--- src/rtl/sjh_pkg.sv ---
package sjh_pkg;

  localparam int ANGLE_BITS = 16;
  localparam int AX_BITS = ANGLE_BITS + 1;
  localparam int KEY_COUNT = 10;
  localparam int NUM_JOINTS = 4;

  localparam logic [3:0] KEY_HOME = 4'd8;
  localparam logic [3:0] KEY_VACUUM = 4'd9;

  localparam logic [3:0] INC_KEY [NUM_JOINTS] = '{4'd0, 4'd3, 4'd4, 4'd6};
  localparam logic [3:0] DEC_KEY [NUM_JOINTS] = '{4'd1, 4'd2, 4'd5, 4'd7};

  localparam logic [2:0] TGT_VACUUM = 3'd4;
  localparam logic [3:0] LAST_STEP = 4'd8;
  localparam logic [3:0] FIRST_JOG_STEP = 4'd4;

  typedef enum logic [1:0] {
    CMD_PRESS   = 2'd0,
    CMD_RELEASE = 2'd1,
    CMD_TICK    = 2'd2,
    CMD_NONE    = 2'd3
  } cmd_e;

  typedef logic [KEY_COUNT-1:0] key_mask_t;
  typedef logic signed [ANGLE_BITS-1:0] angle_t;
  typedef logic signed [AX_BITS-1:0] angx_t;

  localparam angx_t ANG_ZERO = AX_BITS'(0);
  localparam angx_t ANG_ONE = AX_BITS'(1);
  localparam angx_t ANG_MINUS_ONE = AX_BITS'(-1);
  localparam angx_t ANG_TWO = AX_BITS'(2);
  localparam angx_t ANG_MINUS_TWO = AX_BITS'(-2);
  localparam angx_t ANG_SKIP_A1 = AX_BITS'(55);
  localparam angx_t ANG_WRIST_HOME = AX_BITS'(-40);
  localparam angx_t ANG_SHOULDER_HOME = AX_BITS'(30);
  localparam angx_t ANG_ELBOW_A1 = AX_BITS'(20);
  localparam angx_t ANG_WRIST_A1 = AX_BITS'(50);

  typedef struct packed {
    logic [1:0] command;
    logic [3:0] key_id;
  } in_item_t;

  typedef struct packed {
    logic [2:0]         target;
    logic signed [15:0] value;
    logic               last;
  } out_item_t;

  typedef struct packed {
    logic      push;
    key_mask_t keys;
  } tick_req_t;

  function automatic logic signed [15:0] angle_to_value(input angle_t a);
    logic [ANGLE_BITS+15:0] w;
    w = (ANGLE_BITS + 16)'(unsigned'(a));
    return signed'(w[15:0]);
  endfunction

endpackage

--- src/rtl/sjh_front.sv ---
module sjh_front (
  input  logic               clk,
  input  logic               rst_n,
  input  logic               in_push,
  input  sjh_pkg::in_item_t  in_item,
  input  logic               q_full,
  output sjh_pkg::tick_req_t q_req
);
  import sjh_pkg::*;

  key_mask_t key_held_r;
  key_mask_t key_held_nxt;
  key_mask_t key_sel;
  logic      accept;

  assign accept = in_push && !q_full;

  always_comb begin
    for (int k = 0; k < KEY_COUNT; k++) begin
      key_sel[k] = (in_item.key_id == 4'(k));
    end
    key_held_nxt = key_held_r;
    q_req.push = 1'b0;
    q_req.keys = key_held_r;
    if (accept) begin
      case (in_item.command)
        CMD_PRESS: key_held_nxt = key_held_r | key_sel;
        CMD_RELEASE: key_held_nxt = key_held_r & ~key_sel;
        CMD_TICK: begin
          q_req.push = 1'b1;
          key_held_nxt[KEY_VACUUM] = 1'b0;
        end
        default: key_held_nxt = key_held_r;
      endcase
    end
  end

  always_ff @(posedge clk) begin
    if (!rst_n) begin
      key_held_r <= '0;
    end else begin
      key_held_r <= key_held_nxt;
    end
  end

endmodule

--- src/rtl/sjh_queue.sv ---
module sjh_queue (
  input  logic               clk,
  input  logic               rst_n,
  input  sjh_pkg::tick_req_t q_req,
  output logic               q_full,
  input  logic               q_pop,
  output logic               q_empty,
  output sjh_pkg::key_mask_t q_data
);
  import sjh_pkg::*;

  key_mask_t  mem_r [2];
  logic       wr_ptr_r;
  logic       rd_ptr_r;
  logic [1:0] count_r;
  logic       do_push;
  logic       do_pop;

  assign q_full = (count_r == 2'd2);
  assign q_empty = (count_r == 2'd0);
  assign q_data = mem_r[rd_ptr_r];
  assign do_push = q_req.push && !q_full;
  assign do_pop = q_pop && !q_empty;

  always_ff @(posedge clk) begin
    if (do_push) begin
      mem_r[wr_ptr_r] <= q_req.keys;
    end
  end

  always_ff @(posedge clk) begin
    if (!rst_n) begin
      wr_ptr_r <= 1'b0;
      rd_ptr_r <= 1'b0;
      count_r <= 2'd0;
    end else begin
      if (do_push) begin
        wr_ptr_r <= !wr_ptr_r;
      end
      if (do_pop) begin
        rd_ptr_r <= !rd_ptr_r;
      end
      case ({do_push, do_pop})
        2'b10: count_r <= count_r + 2'd1;
        2'b01: count_r <= count_r - 2'd1;
        default: count_r <= count_r;
      endcase
    end
  end

endmodule

--- src/rtl/sjh_back.sv ---
module sjh_back (
  input  logic                clk,
  input  logic                rst_n,
  input  logic                q_empty,
  input  sjh_pkg::key_mask_t  q_data,
  output logic                q_pop,
  output logic                out_empty,
  input  logic                out_pop,
  output sjh_pkg::out_item_t  out_item
);
  import sjh_pkg::*;

  typedef enum logic {
    ST_IDLE,
    ST_RUN
  } state_t;

  state_t    state_r, state_nxt;
  logic [3:0] step_r, step_nxt;
  key_mask_t keys_r, keys_nxt;
  angle_t    angle_r [NUM_JOINTS];
  angle_t    angle_nxt [NUM_JOINTS];
  logic      vacuum_r, vacuum_nxt;
  out_item_t out_r, out_nxt;
  logic      out_valid_r, out_valid_nxt;

  logic [1:0] jn;
  angx_t     a0, a1, a3, cur, tgt, dlt, sum;
  logic [NUM_JOINTS-1:0] jog_map;
  logic      emit, last, later, skip, advance;

  assign out_empty = !out_valid_r;
  assign out_item = out_r;

  always_comb begin
    jn = step_r[1:0];
    a0 = angx_t'(angle_r[0]);
    a1 = angx_t'(angle_r[1]);
    a3 = angx_t'(angle_r[3]);
    cur = angx_t'(angle_r[jn]);
    for (int k = 0; k < NUM_JOINTS; k++) begin
      jog_map[k] = keys_r[INC_KEY[k]] | keys_r[DEC_KEY[k]];
    end
    tgt = ANG_ZERO;
    dlt = ANG_ZERO;
    skip = 1'b0;
    later = 1'b0;
    emit = 1'b0;
    last = 1'b0;
    if (step_r < FIRST_JOG_STEP) begin
      skip = (a1 > ANG_SKIP_A1) && (a3 != ANG_WRIST_HOME) && (jn != 2'd3);
      if (jn == 2'd0 && a0 != ANG_ZERO && a1 != ANG_SHOULDER_HOME) begin
        tgt = a0;
      end else if (jn == 2'd1 && a0 != ANG_ZERO) begin
        tgt = ANG_SHOULDER_HOME;
      end else if (jn == 2'd2 && (a0 != ANG_ZERO || a1 > ANG_ELBOW_A1)) begin
        tgt = a1 + ANG_SHOULDER_HOME;
      end else if (jn == 2'd3 && a1 > ANG_WRIST_A1) begin
        tgt = ANG_WRIST_HOME;
      end
      if ((jn == 2'd0 || jn == 2'd3) && cur != ANG_ONE && cur != ANG_MINUS_ONE) begin
        dlt = (cur < tgt) ? ANG_TWO : ((cur > tgt) ? ANG_MINUS_TWO : ANG_ZERO);
      end else begin
        dlt = (cur < tgt) ? ANG_ONE : ((cur > tgt) ? ANG_MINUS_ONE : ANG_ZERO);
      end
      emit = keys_r[KEY_HOME] && !skip;
      last = (jn == 2'd3) && !(|jog_map) && !keys_r[KEY_VACUUM];
    end else if (step_r < LAST_STEP) begin
      dlt = keys_r[INC_KEY[jn]] ? ANG_ONE : ANG_MINUS_ONE;
      emit = jog_map[jn];
      for (int k = 0; k < NUM_JOINTS; k++) begin
        if (2'(k) > jn) begin
          later = later | jog_map[k];
        end
      end
      last = !later && !keys_r[KEY_VACUUM];
    end else begin
      emit = keys_r[KEY_VACUUM];
      last = 1'b1;
    end
    sum = cur + dlt;
  end

  always_comb begin
    state_nxt = state_r;
    step_nxt = step_r;
    keys_nxt = keys_r;
    angle_nxt = angle_r;
    vacuum_nxt = vacuum_r;
    out_nxt = out_r;
    out_valid_nxt = out_valid_r && !out_pop;
    q_pop = 1'b0;
    advance = (state_r == ST_RUN) && (!out_valid_r || out_pop);
    case (state_r)
      ST_IDLE: begin
        if (!q_empty) begin
          q_pop = 1'b1;
          keys_nxt = q_data;
          step_nxt = 4'd0;
          state_nxt = ST_RUN;
        end
      end
      ST_RUN: begin
        if (advance) begin
          if (emit) begin
            out_valid_nxt = 1'b1;
            out_nxt.last = last;
            if (step_r < LAST_STEP) begin
              angle_nxt[jn] = sum[ANGLE_BITS-1:0];
              out_nxt.target = 3'(jn);
              out_nxt.value = angle_to_value(sum[ANGLE_BITS-1:0]);
            end else begin
              vacuum_nxt = !vacuum_r;
              out_nxt.target = TGT_VACUUM;
              out_nxt.value = 16'(!vacuum_r);
            end
          end
          if (step_r == LAST_STEP) begin
            state_nxt = ST_IDLE;
          end else begin
            step_nxt = step_r + 4'd1;
          end
        end
      end
      default: state_nxt = ST_IDLE;
    endcase
  end

  always_ff @(posedge clk) begin
    if (!rst_n) begin
      state_r <= ST_IDLE;
      step_r <= 4'd0;
      keys_r <= '0;
      for (int k = 0; k < NUM_JOINTS; k++) begin
        angle_r[k] <= '0;
      end
      vacuum_r <= 1'b0;
      out_valid_r <= 1'b0;
    end else begin
      state_r <= state_nxt;
      step_r <= step_nxt;
      keys_r <= keys_nxt;
      angle_r <= angle_nxt;
      vacuum_r <= vacuum_nxt;
      out_valid_r <= out_valid_nxt;
    end
    out_r <= out_nxt;
  end

  a_step_range: assert property (@(posedge clk) disable iff (!rst_n)
    state_r == ST_RUN |-> step_r <= LAST_STEP)
    else $error("step counter out of range");

  a_target_range: assert property (@(posedge clk) disable iff (!rst_n)
    out_valid_r |-> out_r.target <= TGT_VACUUM)
    else $error("result target out of range");

  a_vacuum_value: assert property (@(posedge clk) disable iff (!rst_n)
    (out_valid_r && out_r.target == TGT_VACUUM) |-> out_r.value[15:1] == '0)
    else $error("vacuum result is not 0 or 1");

  a_vacuum_last: assert property (@(posedge clk) disable iff (!rst_n)
    (out_valid_r && out_r.target == TGT_VACUUM) |-> out_r.last)
    else $error("vacuum result is not the final item of its tick");

endmodule

--- src/rtl/servo_jog_homing_sequencer.sv ---
// Channel | Ports                      | Accepted when
// input   | in_push, in_full, in_item  | in_push && !in_full
// result  | out_pop, out_empty, out_item | out_pop && !out_empty
//
// A key press or release is not queued; it updates the key flags when it is accepted.
// A tick is queued in a two-entry queue with a copy of the key flags.
// A tick leaves the queue while the sequencer is idle; the sequencer then works through
// the nine steps of the tick in order, holding a step while the result register is not taken.
// The input side stalls only when two ticks are waiting in the queue.
// Reset is synchronous and clears the key flags, the angles and the vacuum flag.
module servo_jog_homing_sequencer (
  input  logic               clk,
  input  logic               rst_n,
  input  logic               in_push,
  output logic               in_full,
  input  sjh_pkg::in_item_t  in_item,
  input  logic               out_pop,
  output logic               out_empty,
  output sjh_pkg::out_item_t out_item
);
  import sjh_pkg::*;

  tick_req_t q_req;
  logic      q_full;
  logic      q_pop;
  logic      q_empty;
  key_mask_t q_data;

  assign in_full = q_full;

  sjh_front u_front (
    .clk     (clk),
    .rst_n   (rst_n),
    .in_push (in_push),
    .in_item (in_item),
    .q_full  (q_full),
    .q_req   (q_req)
  );

  sjh_queue u_queue (
    .clk     (clk),
    .rst_n   (rst_n),
    .q_req   (q_req),
    .q_full  (q_full),
    .q_pop   (q_pop),
    .q_empty (q_empty),
    .q_data  (q_data)
  );

  sjh_back u_back (
    .clk       (clk),
    .rst_n     (rst_n),
    .q_empty   (q_empty),
    .q_data    (q_data),
    .q_pop     (q_pop),
    .out_empty (out_empty),
    .out_pop   (out_pop),
    .out_item  (out_item)
  );

endmodule

--- config.mk ---
export PLATFORM = sky130hd
export DESIGN_NAME = servo_jog_homing_sequencer
export DESIGN_NICKNAME = d
export VERILOG_FILES = /design/src/rtl/sjh_pkg.sv /design/src/rtl/sjh_front.sv /design/src/rtl/sjh_queue.sv /design/src/rtl/sjh_back.sv /design/src/rtl/servo_jog_homing_sequencer.sv
export SDC_FILE = /design/constraint.sdc
export NUM_CORES = 1
export LEC_CHECK = 0
export BUFFER_PORTS_ARGS = -buffer_cell sky130_fd_sc_hd__buf_2
export CORE_ASPECT_RATIO = 2
export CORE_UTILIZATION = 56
export CTS_CLUSTER_SIZE = 8
export DETAILED_ROUTE_END_ITERATION = 10
export HOLD_SLACK_MARGIN = 0.08
export PLACE_DENSITY = 0.7
export SYNTH_ARGS = -nofsm -noshare
export SYNTH_HDL_FRONTEND = slang
export SYNTH_HIERARCHICAL = 1
export SYNTH_SLANG_ARGS = --single-unit
--- constraint.sdc ---
create_clock -name clk -period 10.1 [get_ports clk]
set_input_delay 1.01 -clock clk [delete_from_list [all_inputs] [get_ports clk]]
set_output_delay 1.01 -clock clk [all_outputs]
set_load 0.02 [all_outputs]
# Word-level counts from Yosys, hierarchy flattened
# Memory sizes are Yosys's and may differ from the RTL's. A register that Yosys moved wholly into a read port is not among the register bits.
# Index checks and enable logic that the tools add are counted.
[word_totals]
reg_bits = 105
ramBits = 20
input_bits = 10
out_inout_bits = 22
memories = 1
[op_classes]
n_addsub = 5
n_lt_le_gt_ge = 15
n_eq_ne = 26
mux = 62
n_bitwise = 14
n_reduce_logical = 50
[memory_table]
columns = ["name", "words", "width", "rd", "rd_clocked_by_memory_dff", "wr", "line_no", "rtl"]
rows = [
  ["u_queue.mem_r", 2, 10, 1, 1, 1, "sjh_queue.sv:12", "key_mask_t mem_r [2];"],
]
[ops]
columns = ["operator", "n"]
rows = [
  ["16-bit two-way mux", 11],
  ["17-bit two-way mux", 5],
  ["64-bit bitwise mux", 1],
  ["16-bit binary-select mux with 2-bit select", 1],
  ["16-bit demux with 2-bit select", 1],
  ["16-bit by 7-bit > comparator with 1-bit output (second input constant)", 2],
  ["1-bit two-way mux", 29],
  ["4-bit two-way mux", 5],
  ["1-bit logical AND", 19],
  ["19-bit two-way mux", 1],
  ["9-bit case mux with 2 select lines", 1],
  ["16-bit by 6-bit adder with 17-bit output (second input constant)", 1],
  ["16-bit by 17-bit > comparator with 1-bit output", 1],
  ["16-bit by 17-bit less-than comparator with 1-bit output", 1],
  ["17-bit nonzero test", 1],
  ["16-bit adder", 1],
  ["4-bit by 3-bit equality test with 1-bit output (second input constant)", 4],
  ["16-bit by 6-bit > comparator with 1-bit output (second input constant)", 1],
  ["16-bit by 1-bit inequality test with 1-bit output (second input constant)", 1],
  ["16-bit by 2-bit inequality test with 1-bit output (second input constant)", 1],
  ["16-bit by 6-bit inequality test with 1-bit output (second input constant)", 1],
  ["16-bit by 7-bit inequality test with 1-bit output (second input constant)", 1],
  ["4-bit equality test (second input constant)", 3],
  ["1-bit logical NOT", 12],
  ["other kinds (38)", 67],
]

# Logic depth before layout (Yosys ltp)
[logic_depth]
ltp_word = 20
ltp_mapped = 27
depth_no_buf = 25

# Hierarchy
# Netlist, hierarchy kept.
[modules_own_cells]
columns = ["mod", "instances", "cells_each", "area_each_um2"]
rows = [
  ["sjh_back", 1, 701, 6333.6],
  ["sjh_queue", 1, 57, 954.7],
  ["sjh_front", 1, 66, 621.8],
]

# Worst setup path after synthesis
# OpenSTA, ideal clock, no wires.
[synth_path]
kind = "flip-flop to flip-flop"
startpoint = "register u_back.angle_r (netlist bit u_back/a1[15])"
endpoint = "register u_back.out_r (netlist bit u_back/out_item[15]) (data pin)"
setup_time_ns = 0.268
arrival_ns = 5.700
required_time_ns = 9.832
path_slack_ns = 4.132
path_stages_with_launch = 26
n_path_buf = 3
period_less_slack_ns = 5.968
cell_sequence = "dfxtp_1 buf_6 or4_4 nor4_4 a31oi_1 o21a_1 buf_2 a31oi_4 nor2_1 buf_2 a22oi_1 ha_1 and4_1 a221oi_1 o21ai_0 o31ai_1 mux2_2 o31a_1 fa_1 a21o_1 a21oi_1 o31a_1 a311oi_1 and4_1 nor3_1 nor2_1"
[synth_via]
elab_chain_cells = 13
[synth_lines]
columns = ["element", "line_no", "rtl"]
rows = [
  ["start, declared", "sjh_back.sv:21", "angle_t angle_r [NUM_JOINTS];"],
  ["start signal, assigned", "sjh_back.sv:143", "angle_r <= angle_nxt;"],
  ["16-bit by 7-bit > comparator with 1-bit output or 16-bit by 6-bit > comparator with 1-bit output (tied branches)", "sjh_back.sv:58, sjh_back.sv:56", ""],
  ["1-bit logical AND or 1-bit logical OR (tied branches)", "sjh_back.sv:58, sjh_back.sv:56", ""],
  ["17-bit two-way mux or 1-bit logical AND (tied branches)", "sjh_back.sv:58, sjh_back.sv:56", ""],
  ["17-bit two-way mux", "sjh_back.sv:56", "end else if (jn == 2'd2 && (a0 != ANG_ZERO || a1 > ANG_ELBOW_A1)) begin"],
  ["17-bit two-way mux", "sjh_back.sv:54", "end else if (jn == 2'd1 && a0 != ANG_ZERO) begin"],
  ["17-bit two-way mux", "sjh_back.sv:52", "if (jn == 2'd0 && a0 != ANG_ZERO && a1 != ANG_SHOULDER_HOME) begin"],
  ["17-bit two-way mux", "sjh_back.sv:50", "if (step_r < FIRST_JOG_STEP) begin"],
  ["16-bit by 17-bit > comparator with 1-bit output", "sjh_back.sv:62, sjh_back.sv:64", ""],
  ["16-bit two-way mux, on equally long branches (2 in a row)", "sjh_back.sv:64, sjh_back.sv:62", ""],
  ["16-bit two-way mux (*)", "sjh_back.sv:61", "if ((jn == 2'd0 || jn == 2'd3) && cur != ANG_ONE && cur != ANG_MINUS_ONE) begin"],
  ["16-bit two-way mux (*)", "sjh_back.sv:50", ""],
  ["16-bit adder (*)", "sjh_back.sv:81", "sum = cur + dlt;"],
  ["end signal, assigned", "sjh_back.sv:147", "out_r <= out_nxt;"],
  ["end, declared", "sjh_back.sv:24", "out_item_t out_r, out_nxt;"],
]
# Mark *: on every way between the ends. The rest lies on a longest branch, timed or not. The select of a mux whose other input is x is not followed.
# A chain may end at the register's enable or synchronous reset.

# Worst setup path in the final report
[layout_path]
startpoint = "register u_back.step_r[1]"
endpoint = "register u_back.out_r (netlist bit u_back/out_item[15]) (data pin)"
[layout_via]
elab_chain_cells = 13
[layout_lines]
columns = ["element", "line_no", "rtl"]
rows = [
  ["start, declared", "sjh_back.sv:19", "logic [3:0] step_r, step_nxt;"],
  ["start signal, assigned", "sjh_back.sv:141", "step_r <= step_nxt;"],
  ["2-bit equality test", "sjh_back.sv:58, sjh_back.sv:61", ""],
  ["1-bit logical AND", "sjh_back.sv:58", "end else if (jn == 2'd3 && a1 > ANG_WRIST_A1) begin"],
  ["17-bit two-way mux", "sjh_back.sv:58", ""],
  ["17-bit two-way mux", "sjh_back.sv:56", ""],
  ["17-bit two-way mux", "sjh_back.sv:54", ""],
  ["17-bit two-way mux", "sjh_back.sv:52", ""],
  ["17-bit two-way mux", "sjh_back.sv:50", ""],
  ["16-bit by 17-bit > comparator with 1-bit output", "sjh_back.sv:62, sjh_back.sv:64", ""],
  ["16-bit two-way mux, on equally long branches (2 in a row)", "sjh_back.sv:64, sjh_back.sv:62", ""],
  ["16-bit two-way mux", "sjh_back.sv:61", ""],
  ["16-bit two-way mux", "sjh_back.sv:50", ""],
  ["16-bit adder", "sjh_back.sv:81", ""],
]
# Several ways; a longest one is shown, not always the timed one. The select of a mux whose other input is x is not followed.

==> results.sh <==
export IMPL_hold_viol_final=0
export IMPL_wl_per_cell_microns=22.2
export IMPL_ios=32
export IMPL_maxCapViolations=0
export IMPL_ctsHtreeMaxLevel=4
export IMPL_synth_seq_area_share=0.395
export IMPL_tightest_slew_ps=1140
export IMPL_use_met2=0.625
export IMPL_hold_slack_ps=462
export IMPL_overflow=0
export IMPL_yosysUniqueCellTypes=79
export IMPL_layout_area_overhead_vs_synth_pct=9.41
export IMPL_busiest_layer="met2"
export IMPL_total_power_mw=1.31
export IMPL_cts_sinks=136
export IMPL_synth_cells=824
export IMPL_synth_top_area_share=0.243
export IMPL_period_share=0.710
export IMPL_p_int_mw=0.989
export IMPL_grtUsageMet3=0.0621
export IMPL_setup_violations=0
export IMPL_core_area_sq_mm=0.0138
export IMPL_critPathCaptureType="register"
export IMPL_p_seq_frac=0.435
export IMPL_synthFlopType="dfxtp_1"
export IMPL_via_per_inst=6.37
export IMPL_layout_setup_ws_ps=2930
export IMPL_ys_ff_latch=136
export IMPL_path_clk_slew_ps=60
export IMPL_antenna_found_initial=0
export IMPL_hpwl_microns=17200
export IMPL_post_cts_buffers=0
export IMPL_synth_edf_count=40
export IMPL_status="completed"
export IMPL_dp_slack_ps=3100
export IMPL_final_max_slew_viol_count=0
export IMPL_grt_pass1_vias=6714
export IMPL_synth_area_top_cells="dfxtp_1 24%, edfxtp_1 15%, ha_1 7.0%"
export IMPL_layout_drive_gt1_share=0.124
export IMPL_io_buffer_count=31
export IMPL_max_freq_mhz=139
export IMPL_finalCriticalPeriod_ps=7170
export IMPL_ys_warn_count=6
export IMPL_grt_max_degree=67
export IMPL_grt_usage=0.329
export IMPL_synth_most_common_cell="nand2_1"
export IMPL_worstPathRequired_ps=10260
export IMPL_syn_num_nets=879
export IMPL_gp_congestion=0.982
export IMPL_cts_resized_gates=0
export IMPL_synth_top_cells_by_count="109 x nand2_1, 96 x dfxtp_1, 60 x nor2_1"
export IMPL_power_leakage_nw=3.39
export IMPL_die_w_microns=86.0
export IMPL_drt_iter0_markers=503
export IMPL_tns_ps=0
export IMPL_grt_util_met1=0.295
export IMPL_core_rowCount=61
export IMPL_numCtsBuffers=17
export IMPL_clkPwrFrac=0.494
export IMPL_drtAntennaViolNets=0
export IMPL_relSlewSlack=0.241
export IMPL_cts_root_buf="clkbuf_16"
export IMPL_postCtsHoldBufs=0
export IMPL_vias=6591
export IMPL_skew_ps=12.8
export IMPL_avgSynthCellArea_sq_um=9.60
export IMPL_drc=0
export IMPL_cellPowerDensity_mw_per_mm2=152
export IMPL_cp_data_arrival_time_ps=7330
export IMPL_p_sw_frac=0.246
export IMPL_nets=887
export IMPL_vdd_ir_drop_max_uv=128
export IMPL_start_util=0.573
export IMPL_syn_cell_area_sq_mm=0.00791
export IMPL_worst_hold_path_type="reg2reg"
export IMPL_finalWirelength_microns=23000
export IMPL_switchingPower_mw=0.323
export IMPL_rsz0062_at_grt="no"
export IMPL_clk_path_buf_depth=2
export IMPL_startpoint_type="register"
export IMPL_comb_power_share=0.071
export IMPL_cp_max_fo=21
export IMPL_cts_tree="built"
export IMPL_worstSetupPathType="reg2reg"
export IMPL_dieArea_sq_mm=0.0146
export IMPL_first_pass_iters=5
export IMPL_ys_async_sr_fraction=0
export IMPL_yosys_area_top_type="dfxtp_1"
export IMPL_clock_latency_ps=430
export IMPL_post_route_util=0.626
export IMPL_die_h_microns=170
export IMPL_antennaDiodeCount=0
export IMPL_grt_pass1_wl_microns=35300
worst paths after layout:
check / endpoint / cells after the start / slack [ps] / start
max reg2reg: u_back/out_item[15]$_SDFFCE_PP0P_ / 24 / 2930 / u_back/step_r[1]$_SDFFE_PN0P_
max: u_back/out_item[15]$_SDFFCE_PP0P_ / 24 / 2930 / u_back/step_r[1]$_SDFFE_PN0P_
min reg2reg: u_queue/mem_r[1][6]$_DFFE_PP_ / 0 / 460 / register
min: u_queue/mem_r[1][6]$_DFFE_PP_ / 0 / 460 / register
layer usage:
layer  routed length (microns)  up-vias
li1                          -     3048
met1                      7570     3180
met2                     12800      260
met3                       874      103
met4                      1770        0
met5                         0        -
worst max-delay path, cell delays in order, from the launching register on:
cell	delay, ps
dfxtp_1	590
buf_4	310
inv_1	140
ha_1	250
nand2_1	70
a31oi_1	40
buf_4	210
nand2b_1	190
nor2_1	520
a22oi_1	160
ha_1	370
and4_1	230
a221oi_1	300
o21ai_0	160
o31ai_1	480
mux2_2	400
o31a_1	280
fa_1	470
a21o_1	180
a21oi_1	290
o31a_1	240
a311oi_1	160
and4_1	240
nor3_1	540
nor2_1	70
layout make-up:
type | instances | area, sq um
Fill cell | 1180 | 5160
Multi-Input combinational cell | 615 | 4400
Tap cell | 189 | 236
Clock buffer | 19 | 433
Timing Repair Buffer | 36 | 193
Inverter | 26 | 97.6
Clock inverter | 13 | 170
Sequential cell | 136 | 3120
registers in the layout, indices dropped and copies added, names as in the netlist, named ones only:
register,flops
u_back/angle_r,16
u_queue/rd_ptr_r,1
u_back/keys_r,10
u_back/a1,16
u_back/vacuum_r,1
u_back/out_valid_r,1
u_back/state_r,1
u_back/a3,16
u_back/out_item,20
u_front/key_held_r,1
u_queue/wr_ptr_r,1
u_queue/mem_r,20
u_back/step_r,4
u_queue/count_r,2
u_back/a0,16
cells in the final DEF, fill, tap and decap left out, types with 4 or more instances in the layout:
cell / count
a21o_1: 10
a21oi_1: 59
a22oi_1: 12
a31oi_1: 5
a41o_1: 9
and2_1: 8
and3_1: 16
and4_1: 5
buf_2: 31
buf_4: 5
clkbuf_16: 17
clkinv_4: 4
dfxtp_1: 96
edfxtp_1: 40
ha_1: 44
inv_1: 24
mux2_2: 12
mux2i_1: 25
mux4_1: 14
mux4_2: 4
nand2_1: 109
nand2b_1: 6
nand3_1: 21
nand4_1: 23
nor2_1: 59
nor2b_1: 16
nor3_1: 10
nor4_1: 13
o211ai_1: 6
o21a_1: 4
o21ai_0: 30
o22ai_1: 6
or3_1: 6
xnor2_1: 16
xor2_1: 11
power by group through the flow:
stage | logic [mW] | clock network [mW] | registers, mW
global route | 0.0999 | 0.678 | 0.571
detailed placement | 0.0912 | 0 | 0.583
CTS | 0.0917 | 0.653 | 0.571
floorplan | 0.0680 | 0 | 0.582
global placement | 0.0879 | 0 | 0.582
finish | 0.0927 | 0.648 | 0.571
kinds of logic (layout without fill, tap and decap cells):
logic type	after synthesis	count (layout)	share of synthesized area
flip-flops	136	136	0.395
AO/OA/AOI/OAI	173	173	0.145
buffers and inverters	73	94	0.0490
AND/OR/NAND/NOR	314	314	0.200
adder cells (fa/ha/maj)	45	45	0.0721
XOR/XNOR	28	28	0.0331
multiplexers	55	55	0.107
metrics by stage:
step,cells,cell area (sq um)
after global placement,1002,8050
final,1034,8650
after CTS,1034,8650
after floorplan,824,7910
after global routing,1034,8650
after detailed placement,1002,8050
Note: power is estimated with default switching activity, not from simulation.
